$ cat src/design/ycc_pkg.sv
// Shared constants, coefficient helpers and clipping for the RGB to YCbCr 4:2:0 converter.
package ycc_pkg;

   localparam int FRACTION_BITS_DEF = 16;

   localparam int NUM_PIX = 4;
   localparam int NUM_CH  = 3;
   localparam int CH_R    = 0;
   localparam int CH_G    = 1;
   localparam int CH_B    = 2;

   localparam int PIX_W   = 24;
   localparam int COMP_W  = 8;
   localparam int SUM_W   = 10;
   localparam int OPND_W  = 11;
   localparam int OUT_W   = 8;
   localparam int UNFIX_W = 13;

   localparam int CHROMA_OFFSET = 512;
   localparam int CHROMA_ROUND  = 2;
   localparam int CHROMA_SHIFT  = 2;

   // Coefficients in ten-thousandths.
   localparam longint COEF_Y_R_TK  = 2990;
   localparam longint COEF_Y_G_TK  = 5870;
   localparam longint COEF_Y_B_TK  = 1140;
   localparam longint COEF_CB_R_TK = -1687;
   localparam longint COEF_CB_G_TK = -3313;
   localparam longint COEF_CB_B_TK = 5000;
   localparam longint COEF_CR_R_TK = 5000;
   localparam longint COEF_CR_G_TK = -4187;
   localparam longint COEF_CR_B_TK = -813;

   // Fixed-point coefficient, truncated toward zero.
   function automatic longint fix_coef(input longint tenk, input int frac_bits);
      longint mag;
      longint quo;
      mag = ((tenk < 0) ? -tenk : tenk) << frac_bits;
      quo = mag / 10000;
      return (tenk < 0) ? -quo : quo;
   endfunction

   function automatic logic [OUT_W-1:0] clip8(input logic signed [UNFIX_W-1:0] v);
      logic [OUT_W-1:0] res;
      priority if (v > $signed(UNFIX_W'(255))) begin
         res = '1;
      end else if (v < $signed(UNFIX_W'(0))) begin
         res = '0;
      end else begin
         res = v[OUT_W-1:0];
      end
      return res;
   endfunction

endpackage

$ cat src/design/ycc_ifs.sv
// Valid/ready channel interfaces for pixel blocks and converted samples.
interface ycc_req_if
   import ycc_pkg::*;
();
   logic             valid;
   logic             ready;
   logic [PIX_W-1:0] pixel_top_left;
   logic [PIX_W-1:0] pixel_top_right;
   logic [PIX_W-1:0] pixel_bottom_left;
   logic [PIX_W-1:0] pixel_bottom_right;

   modport source (output valid, pixel_top_left, pixel_top_right, pixel_bottom_left,
                   pixel_bottom_right, input ready);
   modport sink   (input valid, pixel_top_left, pixel_top_right, pixel_bottom_left,
                   pixel_bottom_right, output ready);
endinterface

interface ycc_rsp_if
   import ycc_pkg::*;
();
   logic             valid;
   logic             ready;
   logic [OUT_W-1:0] luma_top_left;
   logic [OUT_W-1:0] luma_top_right;
   logic [OUT_W-1:0] luma_bottom_left;
   logic [OUT_W-1:0] luma_bottom_right;
   logic [OUT_W-1:0] chroma_blue;
   logic [OUT_W-1:0] chroma_red;

   modport source (output valid, luma_top_left, luma_top_right, luma_bottom_left,
                   luma_bottom_right, chroma_blue, chroma_red, input ready);
   modport sink   (input valid, luma_top_left, luma_top_right, luma_bottom_left,
                   luma_bottom_right, chroma_blue, chroma_red, output ready);
endinterface

$ cat src/design/ycc_unpack_stage.sv
// Stage 1: splits pixels into components and sums each component over the block.
module ycc_unpack_stage
   import ycc_pkg::*;
(
   input  logic              clock,
   input  logic              reset,
   input  logic              in_valid,
   output logic              in_ready,
   input  logic [PIX_W-1:0]  pixel [NUM_PIX],
   output logic              out_valid,
   input  logic              out_ready,
   output logic [COMP_W-1:0] comp_r [NUM_PIX],
   output logic [COMP_W-1:0] comp_g [NUM_PIX],
   output logic [COMP_W-1:0] comp_b [NUM_PIX],
   output logic [SUM_W-1:0]  sum_r,
   output logic [SUM_W-1:0]  sum_g,
   output logic [SUM_W-1:0]  sum_b
);
   logic              valid_ff;
   logic [COMP_W-1:0] comp_r_ff [NUM_PIX];
   logic [COMP_W-1:0] comp_g_ff [NUM_PIX];
   logic [COMP_W-1:0] comp_b_ff [NUM_PIX];
   logic [COMP_W-1:0] comp_r_in [NUM_PIX];
   logic [COMP_W-1:0] comp_g_in [NUM_PIX];
   logic [COMP_W-1:0] comp_b_in [NUM_PIX];
   logic [SUM_W-1:0]  sum_r_ff, sum_g_ff, sum_b_ff;
   logic [SUM_W-1:0]  sum_r_in, sum_g_in, sum_b_in;
   logic              load;

   assign in_ready = !valid_ff || out_ready;
   assign load     = in_valid && in_ready;

   always_comb begin
      sum_r_in = '0;
      sum_g_in = '0;
      sum_b_in = '0;
      for (int k = 0; k < NUM_PIX; k++) begin
         comp_r_in[k] = pixel[k][COMP_W-1:0];
         comp_g_in[k] = pixel[k][2*COMP_W-1:COMP_W];
         comp_b_in[k] = pixel[k][3*COMP_W-1:2*COMP_W];
         sum_r_in     = sum_r_in + SUM_W'(comp_r_in[k]);
         sum_g_in     = sum_g_in + SUM_W'(comp_g_in[k]);
         sum_b_in     = sum_b_in + SUM_W'(comp_b_in[k]);
      end
   end

   always_ff @(posedge clock) begin
      if (reset) begin
         valid_ff <= 1'b0;
      end else if (in_ready) begin
         valid_ff <= in_valid;
      end
   end

   always_ff @(posedge clock) begin
      if (load) begin
         comp_r_ff <= comp_r_in;
         comp_g_ff <= comp_g_in;
         comp_b_ff <= comp_b_in;
         sum_r_ff  <= sum_r_in;
         sum_g_ff  <= sum_g_in;
         sum_b_ff  <= sum_b_in;
      end
   end

   assign out_valid = valid_ff;
   assign comp_r    = comp_r_ff;
   assign comp_g    = comp_g_ff;
   assign comp_b    = comp_b_ff;
   assign sum_r     = sum_r_ff;
   assign sum_g     = sum_g_ff;
   assign sum_b     = sum_b_ff;
endmodule

$ cat src/design/ycc_mult_stage.sv
// Stage 2: multiplies pixel components and block sums by the fixed-point coefficients.
module ycc_mult_stage
   import ycc_pkg::*;
#(
   parameter int FRAC_BITS = FRACTION_BITS_DEF,
   parameter int PROD_W    = FRAC_BITS + OPND_W + 1
)(
   input  logic                     clock,
   input  logic                     reset,
   input  logic                     in_valid,
   output logic                     in_ready,
   input  logic [COMP_W-1:0]        comp_r [NUM_PIX],
   input  logic [COMP_W-1:0]        comp_g [NUM_PIX],
   input  logic [COMP_W-1:0]        comp_b [NUM_PIX],
   input  logic [SUM_W-1:0]         sum_r,
   input  logic [SUM_W-1:0]         sum_g,
   input  logic [SUM_W-1:0]         sum_b,
   output logic                     out_valid,
   input  logic                     out_ready,
   output logic signed [PROD_W-1:0] prod_luma [NUM_PIX][NUM_CH],
   output logic signed [PROD_W-1:0] prod_cb [NUM_CH],
   output logic signed [PROD_W-1:0] prod_cr [NUM_CH]
);
   localparam int COEF_W = FRAC_BITS + 1;

   localparam logic signed [COEF_W-1:0] COEF_Y [NUM_CH] = '{
      COEF_W'(fix_coef(COEF_Y_R_TK, FRAC_BITS)),
      COEF_W'(fix_coef(COEF_Y_G_TK, FRAC_BITS)),
      COEF_W'(fix_coef(COEF_Y_B_TK, FRAC_BITS))};
   localparam logic signed [COEF_W-1:0] COEF_CB [NUM_CH] = '{
      COEF_W'(fix_coef(COEF_CB_R_TK, FRAC_BITS)),
      COEF_W'(fix_coef(COEF_CB_G_TK, FRAC_BITS)),
      COEF_W'(fix_coef(COEF_CB_B_TK, FRAC_BITS))};
   localparam logic signed [COEF_W-1:0] COEF_CR [NUM_CH] = '{
      COEF_W'(fix_coef(COEF_CR_R_TK, FRAC_BITS)),
      COEF_W'(fix_coef(COEF_CR_G_TK, FRAC_BITS)),
      COEF_W'(fix_coef(COEF_CR_B_TK, FRAC_BITS))};

   logic                     valid_ff;
   logic                     load;
   logic signed [OPND_W-1:0] opnd_pix [NUM_PIX][NUM_CH];
   logic signed [OPND_W-1:0] opnd_sum [NUM_CH];
   logic signed [PROD_W-1:0] prod_luma_in [NUM_PIX][NUM_CH];
   logic signed [PROD_W-1:0] prod_cb_in [NUM_CH];
   logic signed [PROD_W-1:0] prod_cr_in [NUM_CH];
   logic signed [PROD_W-1:0] prod_luma_ff [NUM_PIX][NUM_CH];
   logic signed [PROD_W-1:0] prod_cb_ff [NUM_CH];
   logic signed [PROD_W-1:0] prod_cr_ff [NUM_CH];

   assign in_ready = !valid_ff || out_ready;
   assign load     = in_valid && in_ready;

   always_comb begin
      opnd_sum[CH_R] = $signed({(OPND_W-SUM_W)'(0), sum_r});
      opnd_sum[CH_G] = $signed({(OPND_W-SUM_W)'(0), sum_g});
      opnd_sum[CH_B] = $signed({(OPND_W-SUM_W)'(0), sum_b});
      for (int k = 0; k < NUM_PIX; k++) begin
         opnd_pix[k][CH_R] = $signed({(OPND_W-COMP_W)'(0), comp_r[k]});
         opnd_pix[k][CH_G] = $signed({(OPND_W-COMP_W)'(0), comp_g[k]});
         opnd_pix[k][CH_B] = $signed({(OPND_W-COMP_W)'(0), comp_b[k]});
      end
      for (int c = 0; c < NUM_CH; c++) begin
         prod_cb_in[c] = opnd_sum[c] * COEF_CB[c];
         prod_cr_in[c] = opnd_sum[c] * COEF_CR[c];
         for (int k = 0; k < NUM_PIX; k++) begin
            prod_luma_in[k][c] = opnd_pix[k][c] * COEF_Y[c];
         end
      end
   end

   always_ff @(posedge clock) begin
      if (reset) begin
         valid_ff <= 1'b0;
      end else if (in_ready) begin
         valid_ff <= in_valid;
      end
   end

   always_ff @(posedge clock) begin
      if (load) begin
         prod_luma_ff <= prod_luma_in;
         prod_cb_ff   <= prod_cb_in;
         prod_cr_ff   <= prod_cr_in;
      end
   end

   assign out_valid = valid_ff;
   assign prod_luma = prod_luma_ff;
   assign prod_cb   = prod_cb_ff;
   assign prod_cr   = prod_cr_ff;
endmodule

$ cat src/design/ycc_round_stage.sv
// Stage 3: sums the products, rounds half up, drops the fraction and clips luma.
module ycc_round_stage
   import ycc_pkg::*;
#(
   parameter int FRAC_BITS = FRACTION_BITS_DEF,
   parameter int PROD_W    = FRAC_BITS + OPND_W + 1
)(
   input  logic                      clock,
   input  logic                      reset,
   input  logic                      in_valid,
   output logic                      in_ready,
   input  logic signed [PROD_W-1:0]  prod_luma [NUM_PIX][NUM_CH],
   input  logic signed [PROD_W-1:0]  prod_cb [NUM_CH],
   input  logic signed [PROD_W-1:0]  prod_cr [NUM_CH],
   output logic                      out_valid,
   input  logic                      out_ready,
   output logic [OUT_W-1:0]          luma [NUM_PIX],
   output logic signed [UNFIX_W-1:0] cb_unfixed,
   output logic signed [UNFIX_W-1:0] cr_unfixed
);
   localparam int ACC_W = PROD_W + 2;
   localparam logic signed [ACC_W-1:0] HALF = ACC_W'(1) <<< (FRAC_BITS - 1);

   logic                      valid_ff;
   logic                      load;
   logic signed [ACC_W-1:0]   acc_luma [NUM_PIX];
   logic signed [ACC_W-1:0]   sh_luma [NUM_PIX];
   logic signed [ACC_W-1:0]   acc_cb, acc_cr, sh_cb, sh_cr;
   logic [OUT_W-1:0]          luma_in [NUM_PIX];
   logic [OUT_W-1:0]          luma_ff [NUM_PIX];
   logic signed [UNFIX_W-1:0] cb_ff, cr_ff, cb_in, cr_in;

   assign in_ready = !valid_ff || out_ready;
   assign load     = in_valid && in_ready;

   // The arithmetic shift floors, which matches rounding toward minus infinity.
   always_comb begin
      acc_cb = HALF;
      acc_cr = HALF;
      for (int c = 0; c < NUM_CH; c++) begin
         acc_cb = acc_cb + ACC_W'(prod_cb[c]);
         acc_cr = acc_cr + ACC_W'(prod_cr[c]);
      end
      sh_cb = acc_cb >>> FRAC_BITS;
      sh_cr = acc_cr >>> FRAC_BITS;
      cb_in = sh_cb[UNFIX_W-1:0];
      cr_in = sh_cr[UNFIX_W-1:0];
      for (int k = 0; k < NUM_PIX; k++) begin
         acc_luma[k] = HALF;
         for (int c = 0; c < NUM_CH; c++) begin
            acc_luma[k] = acc_luma[k] + ACC_W'(prod_luma[k][c]);
         end
         sh_luma[k] = acc_luma[k] >>> FRAC_BITS;
         luma_in[k] = clip8(sh_luma[k][UNFIX_W-1:0]);
      end
   end

   always_ff @(posedge clock) begin
      if (reset) begin
         valid_ff <= 1'b0;
      end else if (in_ready) begin
         valid_ff <= in_valid;
      end
   end

   always_ff @(posedge clock) begin
      if (load) begin
         luma_ff <= luma_in;
         cb_ff   <= cb_in;
         cr_ff   <= cr_in;
      end
   end

   assign out_valid  = valid_ff;
   assign luma       = luma_ff;
   assign cb_unfixed = cb_ff;
   assign cr_unfixed = cr_ff;
endmodule

$ cat src/design/ycc_out_stage.sv
// Stage 4: applies the chroma offset and quarter scaling, clips, and holds the result.
module ycc_out_stage
   import ycc_pkg::*;
(
   input  logic                      clock,
   input  logic                      reset,
   input  logic                      in_valid,
   output logic                      in_ready,
   input  logic [OUT_W-1:0]          luma [NUM_PIX],
   input  logic signed [UNFIX_W-1:0] cb_unfixed,
   input  logic signed [UNFIX_W-1:0] cr_unfixed,
   output logic                      out_valid,
   input  logic                      out_ready,
   output logic [OUT_W-1:0]          luma_out [NUM_PIX],
   output logic [OUT_W-1:0]          cb_out,
   output logic [OUT_W-1:0]          cr_out
);
   localparam logic signed [UNFIX_W-1:0] BIAS = UNFIX_W'(CHROMA_OFFSET + CHROMA_ROUND);

   logic                      valid_ff;
   logic                      load;
   logic signed [UNFIX_W-1:0] cb_biased, cr_biased;
   logic [OUT_W-1:0]          luma_ff [NUM_PIX];
   logic [OUT_W-1:0]          cb_ff, cr_ff, cb_in, cr_in;

   assign in_ready = !valid_ff || out_ready;
   assign load     = in_valid && in_ready;

   always_comb begin
      cb_biased = (cb_unfixed + BIAS) >>> CHROMA_SHIFT;
      cr_biased = (cr_unfixed + BIAS) >>> CHROMA_SHIFT;
      cb_in     = clip8(cb_biased);
      cr_in     = clip8(cr_biased);
   end

   always_ff @(posedge clock) begin
      if (reset) begin
         valid_ff <= 1'b0;
      end else if (in_ready) begin
         valid_ff <= in_valid;
      end
   end

   always_ff @(posedge clock) begin
      if (load) begin
         luma_ff <= luma;
         cb_ff   <= cb_in;
         cr_ff   <= cr_in;
      end
   end

   assign out_valid = valid_ff;
   assign luma_out  = luma_ff;
   assign cb_out    = cb_ff;
   assign cr_out    = cr_ff;
endmodule

$ cat src/design/rgb_to_ycbcr420_block_unit.sv
// Top level of the 2x2 block RGB to YCbCr 4:2:0 converter.
//
//   Port     Dir  Handshake     Carries
//   req_bus  in   valid/ready   four 24-bit RGB pixels of one 2x2 block
//   rsp_bus  out  valid/ready   four luma samples, one Cb and one Cr
//
// Four register stages: unpack and sum, multiply, round and shift, chroma scale.
// One block enters per cycle while req_bus.ready is high; each block moves through the
// stage registers in order, and its result is offered on rsp_bus from the last of them.
// Reset clears the stage valid bits only; the data registers are left as they are.
// Each stage holds its item while the next one is full and stalled; empty stages
// keep accepting, so bubbles close up under a stalled output.
module rgb_to_ycbcr420_block_unit
   import ycc_pkg::*;
#(
   parameter int FRACTION_BITS = FRACTION_BITS_DEF
)(
   input  logic      clock,
   input  logic      reset,
   ycc_req_if.sink   req_bus,
   ycc_rsp_if.source rsp_bus
);
   localparam int PROD_W = FRACTION_BITS + OPND_W + 1;

   logic [PIX_W-1:0]          pixel [NUM_PIX];
   logic                      s1_valid, s1_ready, s2_valid, s2_ready, s3_valid, s3_ready;
   logic [COMP_W-1:0]         comp_r [NUM_PIX];
   logic [COMP_W-1:0]         comp_g [NUM_PIX];
   logic [COMP_W-1:0]         comp_b [NUM_PIX];
   logic [SUM_W-1:0]          sum_r, sum_g, sum_b;
   logic signed [PROD_W-1:0]  prod_luma [NUM_PIX][NUM_CH];
   logic signed [PROD_W-1:0]  prod_cb [NUM_CH];
   logic signed [PROD_W-1:0]  prod_cr [NUM_CH];
   logic [OUT_W-1:0]          luma [NUM_PIX];
   logic signed [UNFIX_W-1:0] cb_unfixed, cr_unfixed;
   logic [OUT_W-1:0]          luma_out [NUM_PIX];

   assign pixel[0] = req_bus.pixel_top_left;
   assign pixel[1] = req_bus.pixel_top_right;
   assign pixel[2] = req_bus.pixel_bottom_left;
   assign pixel[3] = req_bus.pixel_bottom_right;

   ycc_unpack_stage u_unpack (
      .clock     (clock),
      .reset     (reset),
      .in_valid  (req_bus.valid),
      .in_ready  (req_bus.ready),
      .pixel     (pixel),
      .out_valid (s1_valid),
      .out_ready (s1_ready),
      .comp_r    (comp_r),
      .comp_g    (comp_g),
      .comp_b    (comp_b),
      .sum_r     (sum_r),
      .sum_g     (sum_g),
      .sum_b     (sum_b)
   );

   ycc_mult_stage #(
      .FRAC_BITS (FRACTION_BITS),
      .PROD_W    (PROD_W)
   ) u_mult (
      .clock     (clock),
      .reset     (reset),
      .in_valid  (s1_valid),
      .in_ready  (s1_ready),
      .comp_r    (comp_r),
      .comp_g    (comp_g),
      .comp_b    (comp_b),
      .sum_r     (sum_r),
      .sum_g     (sum_g),
      .sum_b     (sum_b),
      .out_valid (s2_valid),
      .out_ready (s2_ready),
      .prod_luma (prod_luma),
      .prod_cb   (prod_cb),
      .prod_cr   (prod_cr)
   );

   ycc_round_stage #(
      .FRAC_BITS (FRACTION_BITS),
      .PROD_W    (PROD_W)
   ) u_round (
      .clock      (clock),
      .reset      (reset),
      .in_valid   (s2_valid),
      .in_ready   (s2_ready),
      .prod_luma  (prod_luma),
      .prod_cb    (prod_cb),
      .prod_cr    (prod_cr),
      .out_valid  (s3_valid),
      .out_ready  (s3_ready),
      .luma       (luma),
      .cb_unfixed (cb_unfixed),
      .cr_unfixed (cr_unfixed)
   );

   ycc_out_stage u_out (
      .clock      (clock),
      .reset      (reset),
      .in_valid   (s3_valid),
      .in_ready   (s3_ready),
      .luma       (luma),
      .cb_unfixed (cb_unfixed),
      .cr_unfixed (cr_unfixed),
      .out_valid  (rsp_bus.valid),
      .out_ready  (rsp_bus.ready),
      .luma_out   (luma_out),
      .cb_out     (rsp_bus.chroma_blue),
      .cr_out     (rsp_bus.chroma_red)
   );

   assign rsp_bus.luma_top_left     = luma_out[0];
   assign rsp_bus.luma_top_right    = luma_out[1];
   assign rsp_bus.luma_bottom_left  = luma_out[2];
   assign rsp_bus.luma_bottom_right = luma_out[3];
endmodule

$ cat src/flat_wrapper.sv
// flat-port wrapper written by rule: the top's interface ports become plain ports
module rgb_to_ycbcr420_block_unit_flat import ycc_pkg::*;
#(
   parameter int FRACTION_BITS = FRACTION_BITS_DEF
)
  (clock, reset, req_bus_valid, req_bus_pixel_top_left, req_bus_pixel_top_right, req_bus_pixel_bottom_left, req_bus_pixel_bottom_right, req_bus_ready, rsp_bus_valid, rsp_bus_luma_top_left, rsp_bus_luma_top_right, rsp_bus_luma_bottom_left, rsp_bus_luma_bottom_right, rsp_bus_chroma_blue, rsp_bus_chroma_red, rsp_bus_ready);
  ycc_req_if req_bus_i ();
  ycc_rsp_if rsp_bus_i ();
  input  logic clock;
  input  logic reset;
  input wire logic [$bits(req_bus_i.valid)-1:0] req_bus_valid;
  input wire logic [$bits(req_bus_i.pixel_top_left)-1:0] req_bus_pixel_top_left;
  input wire logic [$bits(req_bus_i.pixel_top_right)-1:0] req_bus_pixel_top_right;
  input wire logic [$bits(req_bus_i.pixel_bottom_left)-1:0] req_bus_pixel_bottom_left;
  input wire logic [$bits(req_bus_i.pixel_bottom_right)-1:0] req_bus_pixel_bottom_right;
  output wire logic [$bits(req_bus_i.ready)-1:0] req_bus_ready;
  output wire logic [$bits(rsp_bus_i.valid)-1:0] rsp_bus_valid;
  output wire logic [$bits(rsp_bus_i.luma_top_left)-1:0] rsp_bus_luma_top_left;
  output wire logic [$bits(rsp_bus_i.luma_top_right)-1:0] rsp_bus_luma_top_right;
  output wire logic [$bits(rsp_bus_i.luma_bottom_left)-1:0] rsp_bus_luma_bottom_left;
  output wire logic [$bits(rsp_bus_i.luma_bottom_right)-1:0] rsp_bus_luma_bottom_right;
  output wire logic [$bits(rsp_bus_i.chroma_blue)-1:0] rsp_bus_chroma_blue;
  output wire logic [$bits(rsp_bus_i.chroma_red)-1:0] rsp_bus_chroma_red;
  input wire logic [$bits(rsp_bus_i.ready)-1:0] rsp_bus_ready;
  assign req_bus_i.valid = req_bus_valid;
  assign req_bus_i.pixel_top_left = req_bus_pixel_top_left;
  assign req_bus_i.pixel_top_right = req_bus_pixel_top_right;
  assign req_bus_i.pixel_bottom_left = req_bus_pixel_bottom_left;
  assign req_bus_i.pixel_bottom_right = req_bus_pixel_bottom_right;
  assign req_bus_ready = req_bus_i.ready;
  assign rsp_bus_valid = rsp_bus_i.valid;
  assign rsp_bus_luma_top_left = rsp_bus_i.luma_top_left;
  assign rsp_bus_luma_top_right = rsp_bus_i.luma_top_right;
  assign rsp_bus_luma_bottom_left = rsp_bus_i.luma_bottom_left;
  assign rsp_bus_luma_bottom_right = rsp_bus_i.luma_bottom_right;
  assign rsp_bus_chroma_blue = rsp_bus_i.chroma_blue;
  assign rsp_bus_chroma_red = rsp_bus_i.chroma_red;
  assign rsp_bus_i.ready = rsp_bus_ready;
  rgb_to_ycbcr420_block_unit #(.FRACTION_BITS(FRACTION_BITS)) u_core (.clock(clock), .reset(reset), .req_bus(req_bus_i), .rsp_bus(rsp_bus_i));
endmodule
$ cat config.mk
export PLATFORM = sky130hd
export DESIGN_NAME = rgb_to_ycbcr420_block_unit_flat
export DESIGN_NICKNAME = d
export VERILOG_FILES = /design/src/design/ycc_pkg.sv /design/src/design/ycc_ifs.sv /design/src/design/ycc_unpack_stage.sv /design/src/design/ycc_mult_stage.sv /design/src/design/ycc_round_stage.sv /design/src/design/ycc_out_stage.sv /design/src/design/rgb_to_ycbcr420_block_unit.sv /design/src/flat_wrapper.sv
export SDC_FILE = /design/constraint.sdc
export NUM_CORES = 2
export LEC_CHECK = 0
export BUFFER_PORTS_ARGS = -buffer_cell sky130_fd_sc_hd__buf_2
export CAP_MARGIN = 0
export CORE_ASPECT_RATIO = 0.75
export CORE_MARGIN = 3
export CORE_UTILIZATION = 30
export CTS_CLUSTER_SIZE = 30
export DETAILED_ROUTE_END_ITERATION = 16
export PLACE_DENSITY = 0.53
export SYNTH_ARGS = -nofsm -noshare
export SYNTH_HDL_FRONTEND = slang
export SYNTH_SLANG_ARGS = --single-unit
$ cat constraint.sdc
create_clock -name clock -period 23.6 [get_ports clock]
set_input_delay 3.54 -clock clock [delete_from_list [all_inputs] [get_ports clock]]
set_output_delay 3.54 -clock clock [all_outputs]
set_load 0.03 [all_outputs]
==> results.cfg <==
[routing]
ant_nets = 0
met2_length_mm = 61.9
dr.pass1.iters = 8
drt_iter0_drc = 2114
via_count = 39100
routed.top_layer = met4
routedWlPerCell_um = 17.2
vias_per_cell = 4.49
wl_met3_mm = 5.83
drt-met1-wl_mm = 78.8
drt-total-wl_mm = 150
drc = 0

[final_layout]
nNetsFinal = 7846
area_growth_pct = 10.8
fin_util_pct = 33.5
drive_gt1_share_pct = 5.42

[worst_setup_path]
slowest_stage = nor2b_1
worst_ep_required_time_ns = 20.06
cp_data_arrival_time_ns = 4.82
regToRegStartpoint = u_core.u_unpack.sum_g[6]
endpoint_kind = output port
crit_family = simple AND/OR/NAND/NOR gates
path_max_fanout = 5
start_kind = primary input
crit_buf_inv = 2
crit_type = in2out
cp_slowest_stage_delay_ns = 0.45
crit_start = rsp_bus_ready
worst_path_most_repeated_cell = buf_2
cp_cell_sequence = buf_2 > nor2b_1 > and3_1 > nand2_1 > buf_2

[grt]
antenna_found_initial = 16
overflow = 0
grt_pass1_wl_mm = 235
grt_pass1_vias = 40100
grt_usage_pct = 14.2
grt_max_degree = 76

[cts]
cts_tree = done
clock-root-buffer = clkbuf_16
cts_setup_buffers = 0
clock_latency_ns = 0.69
numClockSinks = 614
ctsHoldBuffers = 0
cts_buffers = 73
ctsHtreeMaxLevel = 3
cts_buffer_depth = 3
cts_resized = 0
clkTransAtPathRegs_ns = 0.05

[synth]
syn_nets = 7612
ys_seq_area_share_pct = 29.5
synthArstFlopShare_pct = 0
synth_ff_type = edfxtp_1
ys_ff_latch = 614
netlist_instances = 5652
synth_warnings = 0
avgSynthCellArea_um2 = 11.0
synth_edf_count = 610
synth.distinct_cells = 79
syn_area_um2 = 62400

[sta]
fin_setup_tns_ns = 0
slew_headroom_pct = 24.6
period_minus_slack_ns = 8.36
hold_viol = 0
fmax_ghz = 0.120
rsz0062_at_grt = false
final-setup-viol-count = 0
min_period_over_period_pct = 35.4
worst_pin_slew_ns = 1.12
clock_skew_ns = 0.0308
maxSlewViolCount = 0

[floorplanning]
io_pins = 150
die_h_um = 401
core_um2 = 206000
die-area_um2 = 213000
rows = 144
start_util_pct = 30.3
die_w_um = 533

[flow_run]
maxCapViolCount = 0

[outcome]
status = complete, no violations

[placed_design]
numPortBuffers = 149
dp_hpwl_mm = 127
routabilityCongestion = 0.889

[min_path]
hold_path.startpoint = u_core.u_round.luma[0]
hp-class = reg2reg
final timing paths:
check	cells past startpoint	slack (ns)	end
min reg2reg	0	0.42	u_core.u_out.luma_out[0]
max	5	15.24	req_bus_ready
max reg2reg	16	17.81	u_core.u_mult.prod_cr[54]
min	0	0.42	u_core.u_out.luma_out[0]
cell usage after synthesis, types with 34 or more instances:
| library cell | n | area share [%] |
|---|---|---|
| ha_1 | 1281 | 26 |
| xor2_1 | 82 | 1.2 |
| fa_1 | 579 | 19 |
| xnor2_1 | 255 | 3.6 |
| o21ai_0 | 126 | 1.0 |
| nor3_1 | 94 | 0.75 |
| o21bai_1 | 50 | 0.60 |
| nand2_1 | 176 | 1.1 |
| nor2_1 | 236 | 1.4 |
| a21o_1 | 78 | 0.94 |
| nand3_1 | 80 | 0.64 |
| edfxtp_1 | 610 | 29 |
| inv_1 | 1363 | 8.2 |
| o21a_1 | 35 | 0.42 |
| nor2b_1 | 34 | 0.34 |
| a21oi_1 | 209 | 1.7 |
through the flow:
stage          cells  hold slack [ns]  area [um^2]  setup WS [ns]
6_report        8714            0.416        69100          15.24
5_1_grt         8713            0.421        69100          15.17
4_1_cts         8711            0.418        69100          15.27
3_5_place_dp    8585            0.405        66700          15.28
3_3_place_gp    8585            0.403        66700          15.29
2_1_floorplan   5652            0.400        62400           1.87
final cells by class:
cell class / count / area, um^2
Fill cell: 20700 / 137000
Multi-Input combinational cell: 3667 / 38900
Sequential cell: 614 / 18400
Inverter: 1363 / 5120
Tap cell: 2774 / 3470
Clock buffer: 80 / 1900
Timing Repair Buffer: 167 / 881
Clock inverter: 46 / 502
Antenna cell: 3 / 7.51
placed cells by master (no fill, tap or decap), types with 9 or more instances in the layout:
cell type / instances
a21oi_1: 208
edfxtp_1: 610
buf_4: 18
o41ai_1: 17
clkinv_1: 11
nor3_1: 94
ha_1: 1281
buf_2: 149
or3_1: 23
inv_1: 1363
nand2_1: 176
o2111ai_1: 9
xor2_1: 82
fa_1: 579
a211oi_1: 30
a21boi_0: 15
o21a_1: 35
nand2b_1: 30
nor2_1: 236
xnor2_1: 255
clkinv_2: 9
o21ai_0: 126
or2_2: 15
o311ai_0: 10
a31oi_1: 24
o211ai_1: 18
nand3_1: 80
and3_1: 25
clkbuf_16: 75
bufinv_16: 9
nor2b_1: 32
a2111oi_0: 10
a21o_1: 78
o21bai_1: 50
sequential cells by signal, indices dropped and copies added, names as in the netlist, 8 cells and up:
| name | count |
|---|---|
| u_core.u_unpack.comp_g | 32 |
| u_core.u_mult.prod_cr | 51 |
| u_core.u_unpack.sum_r | 10 |
| u_core.u_unpack.comp_r | 32 |
| u_core.u_mult.prod_luma | 272 |
| u_core.u_mult.prod_cb | 57 |
| u_core.u_unpack.sum_g | 10 |
| u_core.u_round.luma | 32 |
| u_core.u_out.cr_out | 8 |
| u_core.u_out.luma_out | 32 |
| u_core.u_unpack.comp_b | 32 |
| u_core.u_unpack.sum_b | 10 |
| u_core.u_round.cb_unfixed | 12 |
| u_core.u_out.cb_out | 8 |
| u_core.u_round.cr_unfixed | 12 |
cell families (layout without fill, tap and decap cells):
kind of cell,after synthesis,after routing,synth area share (%)
compound gates,713,713,7.55
xor+xnor,337,337,4.73
fa+ha+maj,1860,1860,44.3
buf+inv,1371,1656,8.25
flops,614,614,29.5
mux,1,1,0.0181
other cells,0,3,0
simple gates,756,756,5.67
metal layers:
metal	vias up	global-route usage [%]
met5	-	0
met4	0	3.49
met3	160	2.10
met2	540	20.9
met1	19000	21.7
li1	19400	-
Power is not shown: default switching activity piles up to over one toggle a cycle in this logic, so the estimate is an artifact.
